$ cat src/hw/rtl/tsrr_pkg.sv
// shared types and codes for the task slot round robin scheduler
`default_nettype none
package tsrr_pkg;

  localparam int DEF_SLOTS  = 16;
  localparam int PROG_LEN_W = 24;
  localparam logic [PROG_LEN_W-1:0] MAX_LEN_RESET = 24'hFFFFFF;

  // operation codes
  localparam logic [2:0] OP_CREATE  = 3'd0;
  localparam logic [2:0] OP_KILL    = 3'd1;
  localparam logic [2:0] OP_READY   = 3'd2;
  localparam logic [2:0] OP_RAN     = 3'd3;
  localparam logic [2:0] OP_SCHED   = 3'd4;
  localparam logic [2:0] OP_RESERVE = 3'd5;
  localparam logic [2:0] OP_RELEASE = 3'd6;

  // task types
  localparam logic [1:0] TYPE_USER   = 2'd0;
  localparam logic [1:0] TYPE_SYSTEM = 2'd1;

  // result status codes
  localparam logic [2:0] STAT_OK       = 3'd0;
  localparam logic [2:0] STAT_BAD_TYPE = 3'd1;
  localparam logic [2:0] STAT_TOO_LONG = 3'd2;
  localparam logic [2:0] STAT_NO_SLOT  = 3'd3;
  localparam logic [2:0] STAT_BAD_SLOT = 3'd4;
  localparam logic [2:0] STAT_NOT_USER = 3'd5;

  typedef struct packed {
    logic [2:0]            op;
    logic [3:0]            slot;
    logic                  slot_in_range;
    logic [1:0]            kind;
    logic [PROG_LEN_W-1:0] program_length;
  } in_item_t;

  typedef struct packed {
    logic [2:0] status;
    logic [3:0] slot_out;
    logic       has_current;
    logic [3:0] current_slot;
    logic [4:0] live_tasks;
  } out_item_t;

  // status of the shared slot scanner
  typedef struct packed {
    logic busy;
    logic done;
    logic found;
  } scan_stat_t;

endpackage
`default_nettype wire

$ cat src/hw/rtl/tsrr_scan.sv
// shared slot scanner: probes one slot per cycle with wrap-around
`default_nettype none
module tsrr_scan import tsrr_pkg::*; #(
  parameter int SLOTS = DEF_SLOTS,
  localparam int IDX_W = $clog2(SLOTS),
  localparam int CNT_W = $clog2(SLOTS + 1)
) (
  input  wire logic             clk,
  input  wire logic             rst,
  input  wire logic             start,
  input  wire logic [IDX_W-1:0] base,
  input  wire logic [CNT_W-1:0] steps,
  input  wire logic             match,
  output logic      [IDX_W-1:0] idx,
  output scan_stat_t            stat
);

  logic             busy;
  logic [CNT_W-1:0] remaining;
  logic             last;

  assign last       = (remaining == CNT_W'(1));
  assign stat.busy  = busy;
  assign stat.found = busy && match;
  assign stat.done  = busy && (match || last);

  always_ff @(posedge clk) begin
    if (rst) begin
      busy <= 1'b0;
    end else if (start) begin
      busy <= 1'b1;
    end else if (stat.done) begin
      busy <= 1'b0;
    end
  end

  // pointer and step count
  always_ff @(posedge clk) begin
    if (start) begin
      idx       <= base;
      remaining <= steps;
    end else if (busy && !stat.done) begin
      idx       <= (idx == IDX_W'(SLOTS - 1)) ? '0 : idx + 1'b1;
      remaining <= remaining - 1'b1;
    end
  end

endmodule
`default_nettype wire

$ cat src/hw/rtl/task_slot_round_robin_scheduler_top.sv
// top level of the task slot round robin scheduler
//
// A table of SLOTS task slots with used, ready, ran, system and reserved
// flags, a current task and a live count. One operation goes in per input
// transfer and exactly one result comes out per operation. Kill, make
// ready, mark ran, reserve, release and the unused code finish at once:
// the result is shown the cycle after the input transfer and the next
// operation can be taken the cycle after the result transfer. Create and
// schedule walk the table with one shared scanner that probes one slot
// per cycle between the accept and the result; a create that is refused
// for type or length finishes at once, and so does a schedule whose
// current task has not yet run. The input side stalls from the input
// transfer until the result transfer. The program length limit is written
// through cfg_wr_en / cfg_wr_data; the user must write it only while the
// block is idle, as the block itself does not enforce this. It resets to
// the largest 24-bit value.
`default_nettype none
module task_slot_round_robin_scheduler_top import tsrr_pkg::*; #(
  parameter int SLOTS = DEF_SLOTS
) (
  input  wire logic                  clk,
  input  wire logic                  rst,
  input  wire logic                  cfg_wr_en,
  input  wire logic [PROG_LEN_W-1:0] cfg_wr_data,
  input  wire logic                  in_valid,
  output logic                       in_stall,
  input  wire in_item_t              in_data,
  output logic                       out_valid,
  input  wire logic                  out_stall,
  output out_item_t                  out_data
);

  localparam int IDX_W  = $clog2(SLOTS);
  localparam int LIVE_W = $clog2(SLOTS + 1);

  typedef enum logic [2:0] {
    ST_IDLE = 3'b001,
    ST_SCAN = 3'b010,
    ST_DONE = 3'b100
  } state_t;

  state_t state;

  // slot table
  logic [SLOTS-1:0] in_use;
  logic [SLOTS-1:0] is_ready;
  logic [SLOTS-1:0] has_ran;
  logic [SLOTS-1:0] is_system;
  logic [SLOTS-1:0] reserved;

  logic              cur_valid;
  logic [IDX_W-1:0]  cur_idx;
  logic [LIVE_W-1:0] live;
  logic [PROG_LEN_W-1:0] max_len;

  // held for the operation in flight
  logic [2:0] op_reg;
  logic [1:0] type_reg;
  logic [2:0] status_reg;
  logic [IDX_W-1:0] given_reg;

  // decode of the incoming item
  logic             accept;
  logic             slot_ok;
  logic [IDX_W-1:0] sidx;
  logic             create_ok;
  logic             go_scan;
  logic             from_cur;

  // scanner hookup
  logic                      scan_start;
  logic [IDX_W-1:0]          scan_base;
  logic [$clog2(SLOTS+1)-1:0] scan_steps;
  logic                      scan_match;
  logic [IDX_W-1:0]          scan_idx;
  scan_stat_t                scan_stat;

  assign accept   = in_valid && !in_stall;
  assign in_stall = (state != ST_IDLE);

  // slot field is 4 bits; it lies in the table only when below SLOTS
  assign slot_ok = in_data.slot_in_range && ({28'd0, in_data.slot} < 32'(SLOTS));
  assign sidx    = IDX_W'(in_data.slot);

  assign create_ok = (in_data.kind == TYPE_USER || in_data.kind == TYPE_SYSTEM)
                     && (in_data.program_length <= max_len);

  // schedule with a current task that has run starts just after it and
  // skips the current slot itself; otherwise the walk starts at slot zero
  always_comb begin
    from_cur = 1'b0;
    go_scan  = 1'b0;
    case (in_data.op)
      OP_CREATE: go_scan = create_ok;
      OP_SCHED: begin
        from_cur = cur_valid;
        go_scan  = !cur_valid || has_ran[cur_idx];
      end
      default: go_scan = 1'b0;
    endcase
    case (from_cur)
      1'b1: begin
        scan_base  = (cur_idx == IDX_W'(SLOTS - 1)) ? '0 : cur_idx + 1'b1;
        scan_steps = ($clog2(SLOTS+1))'(SLOTS - 1);
      end
      default: begin
        scan_base  = '0;
        scan_steps = ($clog2(SLOTS+1))'(SLOTS);
      end
    endcase
  end

  assign scan_start = accept && go_scan;

  // create looks for a free unreserved slot, schedule for a used ready one
  assign scan_match = (op_reg == OP_CREATE) ? (!in_use[scan_idx] && !reserved[scan_idx])
                                            : (in_use[scan_idx] && is_ready[scan_idx]);

  tsrr_scan #(
    .SLOTS (SLOTS)
  ) u_scan (
    .clk   (clk),
    .rst   (rst),
    .start (scan_start),
    .base  (scan_base),
    .steps (scan_steps),
    .match (scan_match),
    .idx   (scan_idx),
    .stat  (scan_stat)
  );

  always_ff @(posedge clk) begin
    if (rst) begin
      state     <= ST_IDLE;
      in_use    <= '0;
      is_ready  <= '0;
      has_ran   <= '0;
      is_system <= '0;
      reserved  <= '0;
      cur_valid <= 1'b0;
      cur_idx   <= '0;
      live      <= '0;
      max_len   <= MAX_LEN_RESET;
    end else begin
      if (cfg_wr_en) begin
        max_len <= cfg_wr_data;
      end
      case (state)
        ST_IDLE: begin
          if (accept) begin
            state      <= go_scan ? ST_SCAN : ST_DONE;
            op_reg     <= in_data.op;
            type_reg   <= in_data.kind;
            status_reg <= STAT_OK;
            given_reg  <= '0;
            case (in_data.op)
              OP_CREATE: begin
                if (!(in_data.kind == TYPE_USER || in_data.kind == TYPE_SYSTEM)) begin
                  status_reg <= STAT_BAD_TYPE;
                end else if (!create_ok) begin
                  status_reg <= STAT_TOO_LONG;
                end
              end
              OP_KILL: begin
                if (!slot_ok || !in_use[sidx]) begin
                  status_reg <= STAT_BAD_SLOT;
                end else if (is_system[sidx]) begin
                  status_reg <= STAT_NOT_USER;
                end else begin
                  if (cur_valid && cur_idx == sidx) begin
                    cur_valid <= 1'b0;
                    cur_idx   <= '0;
                  end
                  in_use[sidx] <= 1'b0;
                  if (live != '0) begin
                    live <= live - 1'b1;
                  end
                end
              end
              OP_READY: begin
                if (!slot_ok || !in_use[sidx]) begin
                  status_reg <= STAT_BAD_SLOT;
                end else begin
                  is_ready[sidx] <= 1'b1;
                end
              end
              OP_RAN: begin
                if (cur_valid) begin
                  has_ran[cur_idx] <= 1'b1;
                end
              end
              OP_RESERVE, OP_RELEASE: begin
                if (!slot_ok) begin
                  status_reg <= STAT_BAD_SLOT;
                end else begin
                  reserved[sidx] <= (in_data.op == OP_RESERVE);
                end
              end
              default: ;
            endcase
          end
        end
        ST_SCAN: begin
          if (scan_stat.done) begin
            state <= ST_DONE;
            if (op_reg == OP_CREATE) begin
              if (scan_stat.found) begin
                in_use[scan_idx]    <= 1'b1;
                is_ready[scan_idx]  <= 1'b0;
                has_ran[scan_idx]   <= 1'b0;
                is_system[scan_idx] <= (type_reg == TYPE_SYSTEM);
                live                <= live + 1'b1;
                given_reg           <= scan_idx;
              end else begin
                status_reg <= STAT_NO_SLOT;
              end
            end else begin
              if (scan_stat.found) begin
                // round robin step clears the ran mark of the next task
                if (cur_valid) begin
                  has_ran[scan_idx] <= 1'b0;
                end
                cur_valid <= 1'b1;
                cur_idx   <= scan_idx;
              end else if (cur_valid) begin
                cur_valid <= 1'b0;
                cur_idx   <= '0;
              end
            end
          end
        end
        ST_DONE: begin
          if (!out_stall) begin
            state <= ST_IDLE;
          end
        end
        default: state <= ST_IDLE;
      endcase
    end
  end

  // result register: fields are held until the output transfer
  assign out_valid             = (state == ST_DONE);
  assign out_data.status       = status_reg;
  assign out_data.slot_out     = 4'(given_reg);
  assign out_data.has_current  = cur_valid;
  assign out_data.current_slot = cur_valid ? 4'(cur_idx) : 4'd0;
  assign out_data.live_tasks   = 5'(live);

  // live count tracks the used flags
  a_live_count: assert property (@(posedge clk) disable iff (rst)
    32'(live) == $countones(in_use))
    else $error("live count does not match used slots");

  // the current task always sits in a used slot
  a_cur_used: assert property (@(posedge clk) disable iff (rst)
    cur_valid |-> in_use[cur_idx])
    else $error("current task slot not in use");

  // scanner runs only while the sequencer waits for it
  a_scan_state: assert property (@(posedge clk) disable iff (rst)
    scan_stat.busy |-> state == ST_SCAN)
    else $error("scanner busy outside scan state");

  // a result transfer frees the input side
  a_back_idle: assert property (@(posedge clk) disable iff (rst)
    out_valid && !out_stall |=> !in_stall)
    else $error("input still stalled after result transfer");

  // a scan starts only from idle on an input transfer and then runs busy in the scan state
  a_scan_start: assert property (@(posedge clk) disable iff (rst)
    scan_start |=> scan_stat.busy && state == ST_SCAN)
    else $error("scan start not followed by scan");

endmodule
`default_nettype wire

$ cat config.mk
export PLATFORM = sky130hd
export DESIGN_NAME = task_slot_round_robin_scheduler_top
export DESIGN_NICKNAME = d
export VERILOG_FILES = /design/src/hw/rtl/tsrr_pkg.sv /design/src/hw/rtl/tsrr_scan.sv /design/src/hw/rtl/task_slot_round_robin_scheduler_top.sv
export SDC_FILE = /design/constraint.sdc
export NUM_CORES = 1
export LEC_CHECK = 0
export BUFFER_PORTS_ARGS = -buffer_cell sky130_fd_sc_hd__buf_4
export CAP_MARGIN = 10
export CORE_AREA = 2 2 142 144
export CTS_CLUSTER_SIZE = 24
export DETAILED_ROUTE_END_ITERATION = 10
export DIE_AREA = 0 0 144 146
export SLEW_MARGIN = 20
export SYNTH_ARGS = -nofsm -noshare
export SYNTH_HDL_FRONTEND = slang
export SYNTH_SLANG_ARGS = --single-unit
$ cat constraint.sdc
create_clock -name clk -period 4.9 [get_ports clk]
set_clock_uncertainty 0.2 [all_clocks]
set_input_delay 0.735 -clock clk [delete_from_list [all_inputs] [get_ports clk]]
set_output_delay 0.735 -clock clk [all_outputs]
set_load 0.005 [all_outputs]
## Yosys cells after proc, flatten, opt, wreduce, memory -nomap -nowiden

Index checks and enable logic that the tools add are counted.

- Register bits: 139
- Word-level logic and storage cells: 222

- $add $sub $neg: 5
- $lt $le $gt $ge: 7
- Bitwise logic cells: 9
- Eq/ne operators: 33
- Reduce and logical (&&, ||, !) cells: 43
- Multiplexer cells: 108

Operators with widths:

| cell | number |
|---|---|
| two-way mux 16 bit | 21 |
| one-hot mux 16 bit (2 select lines) | 3 |
| two-way mux 4 bit | 19 |
| two-way mux 5 bit | 11 |
| bitwise AND 16 bit | 3 |
| bitwise OR 16 bit | 3 |
| two-way mux 3 bit | 12 |
| bitwise mux 16 bit | 2 |
| inverter 16 bit | 2 |
| binary-select mux 1 bit (select 4 bit) | 6 |
| <= comparator 24 bit | 1 |
| inequality test 2 bit, second input constant | 11 |
| two-way mux 1 bit | 21 |
| AND reduction 9 bit | 2 |
| one-hot mux 4 bit (2 select lines) | 2 |
| AND reduction 8 bit | 2 |
| less-than comparator 4 x 5 -> 1 bit, second input constant | 3 |
| AND reduction 7 bit | 2 |
| demux 1 bit (select 4 bit) | 3 |
| equality test 3 bit, second input constant | 4 |
| greater-or-equal comparator 4 x 1 -> 1 bit, second input constant | 3 |
| logical AND 1 bit | 12 |
| one-hot mux 3 bit (4 select lines) | 1 |
| AND reduction 6 bit | 2 |
| 27 further kinds | 54 |

## Depth between registers and ports, before layout

- Word-level depth: 11
- Mapped depth: 11

## By module

From an unflattened synthesis, not the netlist that was laid out.

- Cells, all modules: 840
- Area, all modules: 7,719.9 sq um

By module, submodules not included:

| module | cells each | sequential area each (sq um) | instances | area an instance (sq um) |
|---|---|---|---|---|
| task_slot_round_robin_scheduler_top | 789 | 2,702.6 | 1 | 7,146.9 |
| tsrr_scan | 51 | 290.3 | 1 | 573.0 |

## Worst setup path before layout

OpenSTA, ideal clock, no wires.

- Kind: input-to-reg
- Start point: input in_data[18] (netlist bit)
- End point: register u_scan.idx[0] (enable)
- Path buffers: 1
- Data required time: 4.366 ns
- Path slack: 1.720 ns
- Data arrival time: 2.646 ns
- Stages: 9
- Setup time: 0.334 ns
- Cell sequence: ha_1 > and3_1 > a221oi_1 > o21ai_0 > or3_1 > a211oi_1 > o21ai_1 > buf_4 > nand2_1

- Longest elaborated chain between the ends: 5

RTL lines:

| item | RTL line | text |
|---|---|---|
| start: declaration | task_slot_round_robin_scheduler_top.sv:27 | `input wire in_item_t in_data,` |
| <= comparator 24 bit | task_slot_round_robin_scheduler_top.sv:86 | `&& (in_data.program_length <= max_len);` |
| logical AND 1 bit | task_slot_round_robin_scheduler_top.sv:86 |  |
| one-hot mux 1 bit (2 select lines) | task_slot_round_robin_scheduler_top.sv:93 | `case (in_data.op)` |
| logical AND 1 bit | task_slot_round_robin_scheduler_top.sv:113 | `assign scan_start = accept && go_scan;` |
| nonzero test 2 bit (no line) | - |  |
| end signal: assignment | tsrr_scan.sv:40 | `idx <= base;` |
| end signal: assignment | tsrr_scan.sv:43 | `idx <= (idx == IDX_W'(SLOTS - 1)) ? '0 : idx + 1'b1;` |
| end: declaration | tsrr_scan.sv:14 | `output logic [IDX_W-1:0] idx,` |

No other way between the ends.
A chain may end at the register's enable or synchronous reset.

## Worst setup path after layout

- Start point: register u_scan.idx[1]
- End point: register in_use[9]

- Longest elaborated chain between the ends: 9
- Elaborated cells on any way between the ends: 27
- Classes of those cells: 2 x order compare; 2 x eq/ne; 13 x mux; 1 x bitwise; 9 x reduce/logical

RTL lines:

| item | RTL line | text |
|---|---|---|
| less-than comparator 4 x 5 -> 1 bit (not written as such), or another cell as far along | task_slot_round_robin_scheduler_top.sv:208 | `in_use[scan_idx] <= 1'b1;` |
| logical AND 1 bit (not written as such), or another cell as far along | task_slot_round_robin_scheduler_top.sv:208 |  |
| two-way mux 1 bit (not written as such) / zero test 1 bit (equally long branches) | task_slot_round_robin_scheduler_top.sv:208, task_slot_round_robin_scheduler_top.sv:116 |  |
| demux 1 bit (select 4 bit) / logical AND 1 bit (equally long branches) | task_slot_round_robin_scheduler_top.sv:208, task_slot_round_robin_scheduler_top.sv:116 |  |
| bitwise OR 16 bit (no line) / two-way mux 1 bit (equally long branches) | - |  |
| two-way mux 16 bit / logical OR 1 bit (equally long branches) | task_slot_round_robin_scheduler_top.sv:207, tsrr_scan.sv:25 |  |
| two-way mux 16 bit / logical AND 1 bit (equally long branches) | task_slot_round_robin_scheduler_top.sv:206, tsrr_scan.sv:25 |  |
| two-way mux 16 bit / inequality test 2 x 1 -> 1 bit (equally long branches) | - |  |
| one-hot mux 16 bit (2 select lines) / AND reduction 8 bit (equally long branches) | - |  |
| end signal: assignment | task_slot_round_robin_scheduler_top.sv:135 | `in_use <= '0;` |
| end signal: indexed assignment | task_slot_round_robin_scheduler_top.sv:174 | `in_use[sidx] <= 1'b0;` |
| end signal: indexed assignment | task_slot_round_robin_scheduler_top.sv:208 |  |
| end: declaration | task_slot_round_robin_scheduler_top.sv:45 | `logic [SLOTS-1:0] in_use;` |

Several ways; a longest one is shown, not always the timed one. The select of a mux whose other input is x is not followed.

==> impl_metrics.tcl <==
set metrics [dict create \
    status "complete, no violations" \
    switching_power_w 0.000687 \
    cts_tree "yes" \
    wire_per_inst_um 18.9 \
    drtAntennaViolNets 0 \
    ys_seq_area_share_pct 39.1 \
    area_delta_synth_final_pct 17.8 \
    finalSetupViolCount 0 \
    fp.dieArea_um2 21000 \
    hold_class "reg2reg" \
    clock_latency_ns 0.42 \
    synth_most_common_cell "dfxtp_1" \
    synth_flop_cell "dfxtp_1" \
    p_sw_share_pct 24.6 \
    hold_buffers 0 \
    chipHeight_um 146 \
    yosys.area.top_type "dfxtp_1" \
    nets 970 \
    relSlewSlack_pct 26.9 \
    grt_max_degree 60 \
    dp_hpwl_um 15400 \
    io_pins 82 \
    grt_pass1_vias 6295 \
    clockRootBuffer "clkbuf_16" \
    io_buffers 81 \
    htreeDepth 4 \
    setup_tns_ns 0 \
    rsz0062_at_grt "false" \
    dr.pass1.iters 7 \
    grt_util_all_layers_pct 21.0 \
    start_util_pct 39.6 \
    syn-cell-area_um2 7650 \
    cp-end-kind "register" \
    avgSynthCellArea_um2 9.40 \
    drv_slew 0 \
    worstMarginPinSlew_ns 1.10 \
    fmax_mhz 275 \
    grt_pass1_wl_um 34200 \
    arrival_ns 3.77 \
    synthCells 814 \
    ys_ff_latch 139 \
    gp_congestion 0.856 \
    synth_commonest_cells "dfxtp_1 (118), nand2_1 (73), nor2_1 (68)" \
    core_area_um2 19300 \
    critPathKind "reg2reg" \
    path_clk_slew_ns 0.06 \
    p_comb_share_pct 9.1 \
    report.final.hold_viol_count 0 \
    yosys-top-cells-area "dfxtp_1 (31%), edfxtp_1 (8.2%), mux4_2 (6.5%)" \
    max-cap-violations 0 \
    drt_iter0_markers 609 \
    cts_setup_buffers 0 \
    cp.required_ns 5.03 \
    clkPwrFrac_pct 47.8 \
    min_period_ns 3.64 \
    grt_overflow_total 0 \
    clock-sinks 139 \
    p_per_area_nw_per_um2 309 \
    routed_wl_um 21600 \
    async_flop_share_pct 0 \
    numCtsBuffers 17 \
    ys_warn_count 0 \
    viasPerCell 5.61 \
    antenna_found_initial 0 \
    worstSetupStartpointType "register" \
    post-route-drc-count 0 \
    fp.dieW_um 144 \
    peakVddDrop_mv 0.209 \
    yosysUniqueCellTypes 67 \
    drive_gt1_share_pct 20.5 \
    cts_buffer_depth 2 \
    vias 6431 \
    synth_top_area_share_pct 30.9 \
    min_period_over_period_pct 74.3 \
    p_int_w 0.00210 \
    p_seq_share_pct 43.1 \
    p_leak_nw 3.75 \
    cts_resized 0 \
    synth-edff-count 21 \
    regMostFlops "max_len" \
    worstPathMaxFanout 20 \
    num_rows 51 \
    largest_reg_flops 24 \
    diodes 0 \
    fin_util_pct 46.6 \
    syn_nets 915 \
]
-- path summary, 6_finish.rpt --
check,start,endpoint,slack (ns),depth (start not counted)
worst max-delay path,u_scan.idx[1],in_use[9],1.26,8
worst min-delay path,is_system[15],is_system[15],0.26,2
worst max register to register,u_scan.idx[1],in_use[9],1.26,8
worst min register to register,is_system[15],is_system[15],0.26,2
-- critical path: stages (launching register included) --
cell and delay [ns]:
edfxtp_1 1.07, mux2i_1 0.36, mux4_2 0.27, and3_1 0.17, a211o_4 0.14, nand4_4 0.19
nor2_4 0.49, nand3_1 0.29, a221oi_1 0.34
-- layout by cell type, fill, tap and decap left out, drive strengths merged, types with 6 or more instances in the layout --
cell type,n
mux4,22
mux2i,33
a211oi,7
clkbuf,21
nor3,35
dfxtp,118
and3,6
a32o,11
nand4,8
a21oi,34
ha,37
nand3,41
o21ai,15
inv,63
nor2,70
xnor2,9
o211ai,25
a21o,25
a221oi,16
nand2b,10
nor2b,17
edfxtp,21
buf,91
nand2,73
-- power groups by stage --
stage	sequential (W)	combinational, W	clock (W)
2_1_floorplan	0.00122	0.000161	0
3_3_place_gp	0.00123	0.000251	0
3_5_place_dp	0.00123	0.000252	0
4_1_cts	0.00120	0.000254	0.00136
5_1_grt	0.00120	0.000280	0.00142
6_report	0.00120	0.000253	0.00133
-- cells by family (layout without fill, tap and decap cells) --
group                      Yosys count  in the layout  synth area share (%)
muxes                               60             60                  11.5
and+or+nand+nor                    281            281                  18.3
AOI/OAI and AO/OA                  170            170                  17.0
xor gates and xnor gates            13             13                  1.49
DFF                                139            139                  39.1
adders and majority gates           38             38                  6.31
buffers and inverters              113            181                  6.25
-- final cells by class --
class,instances,area (um2)
tap,265,332
clock inverter,11,129
sequential,139,2990
clock buffer,21,482
inverter,58,218
timing repair buffer,91,683
fill,1913,10300
multi-input combinational,562,4180
-- through the flow --
stage / total power (W) / hold slack (ns) / cells / cell area (um2) / setup slack (ns)
3_5_place_dp: 0.00148 / 0.253 / 1115 / 8410 / 1.01
6_report: 0.00279 / 0.257 / 1147 / 9020 / 1.26
2_1_floorplan: 0.00138 / 0.235 / 814 / 7650 / 1.72
3_3_place_gp: 0.00148 / 0.247 / 1115 / 8410 / 1.01
5_1_grt: 0.00290 / 0.273 / 1147 / 9020 / 1.00
4_1_cts: 0.00281 / 0.261 / 1147 / 9020 / 1.29
-- metal layers --
| metal | up-vias | part of all wire (%) | GRT usage [%] | wire, um |
|---|---|---|---|---|
| met5 | - | 0 | 0 | 0 |
| met4 | 0 | 2.1 | 7.01 | 463 |
| met3 | 34 | 6.2 | 4.18 | 1340 |
| met2 | 222 | 47 | 32.8 | 10100 |
| met1 | 3099 | 45 | 29.1 | 9740 |
| li1 | 3076 | - | - | - |
Note: power is estimated with default switching activity, not from simulation.
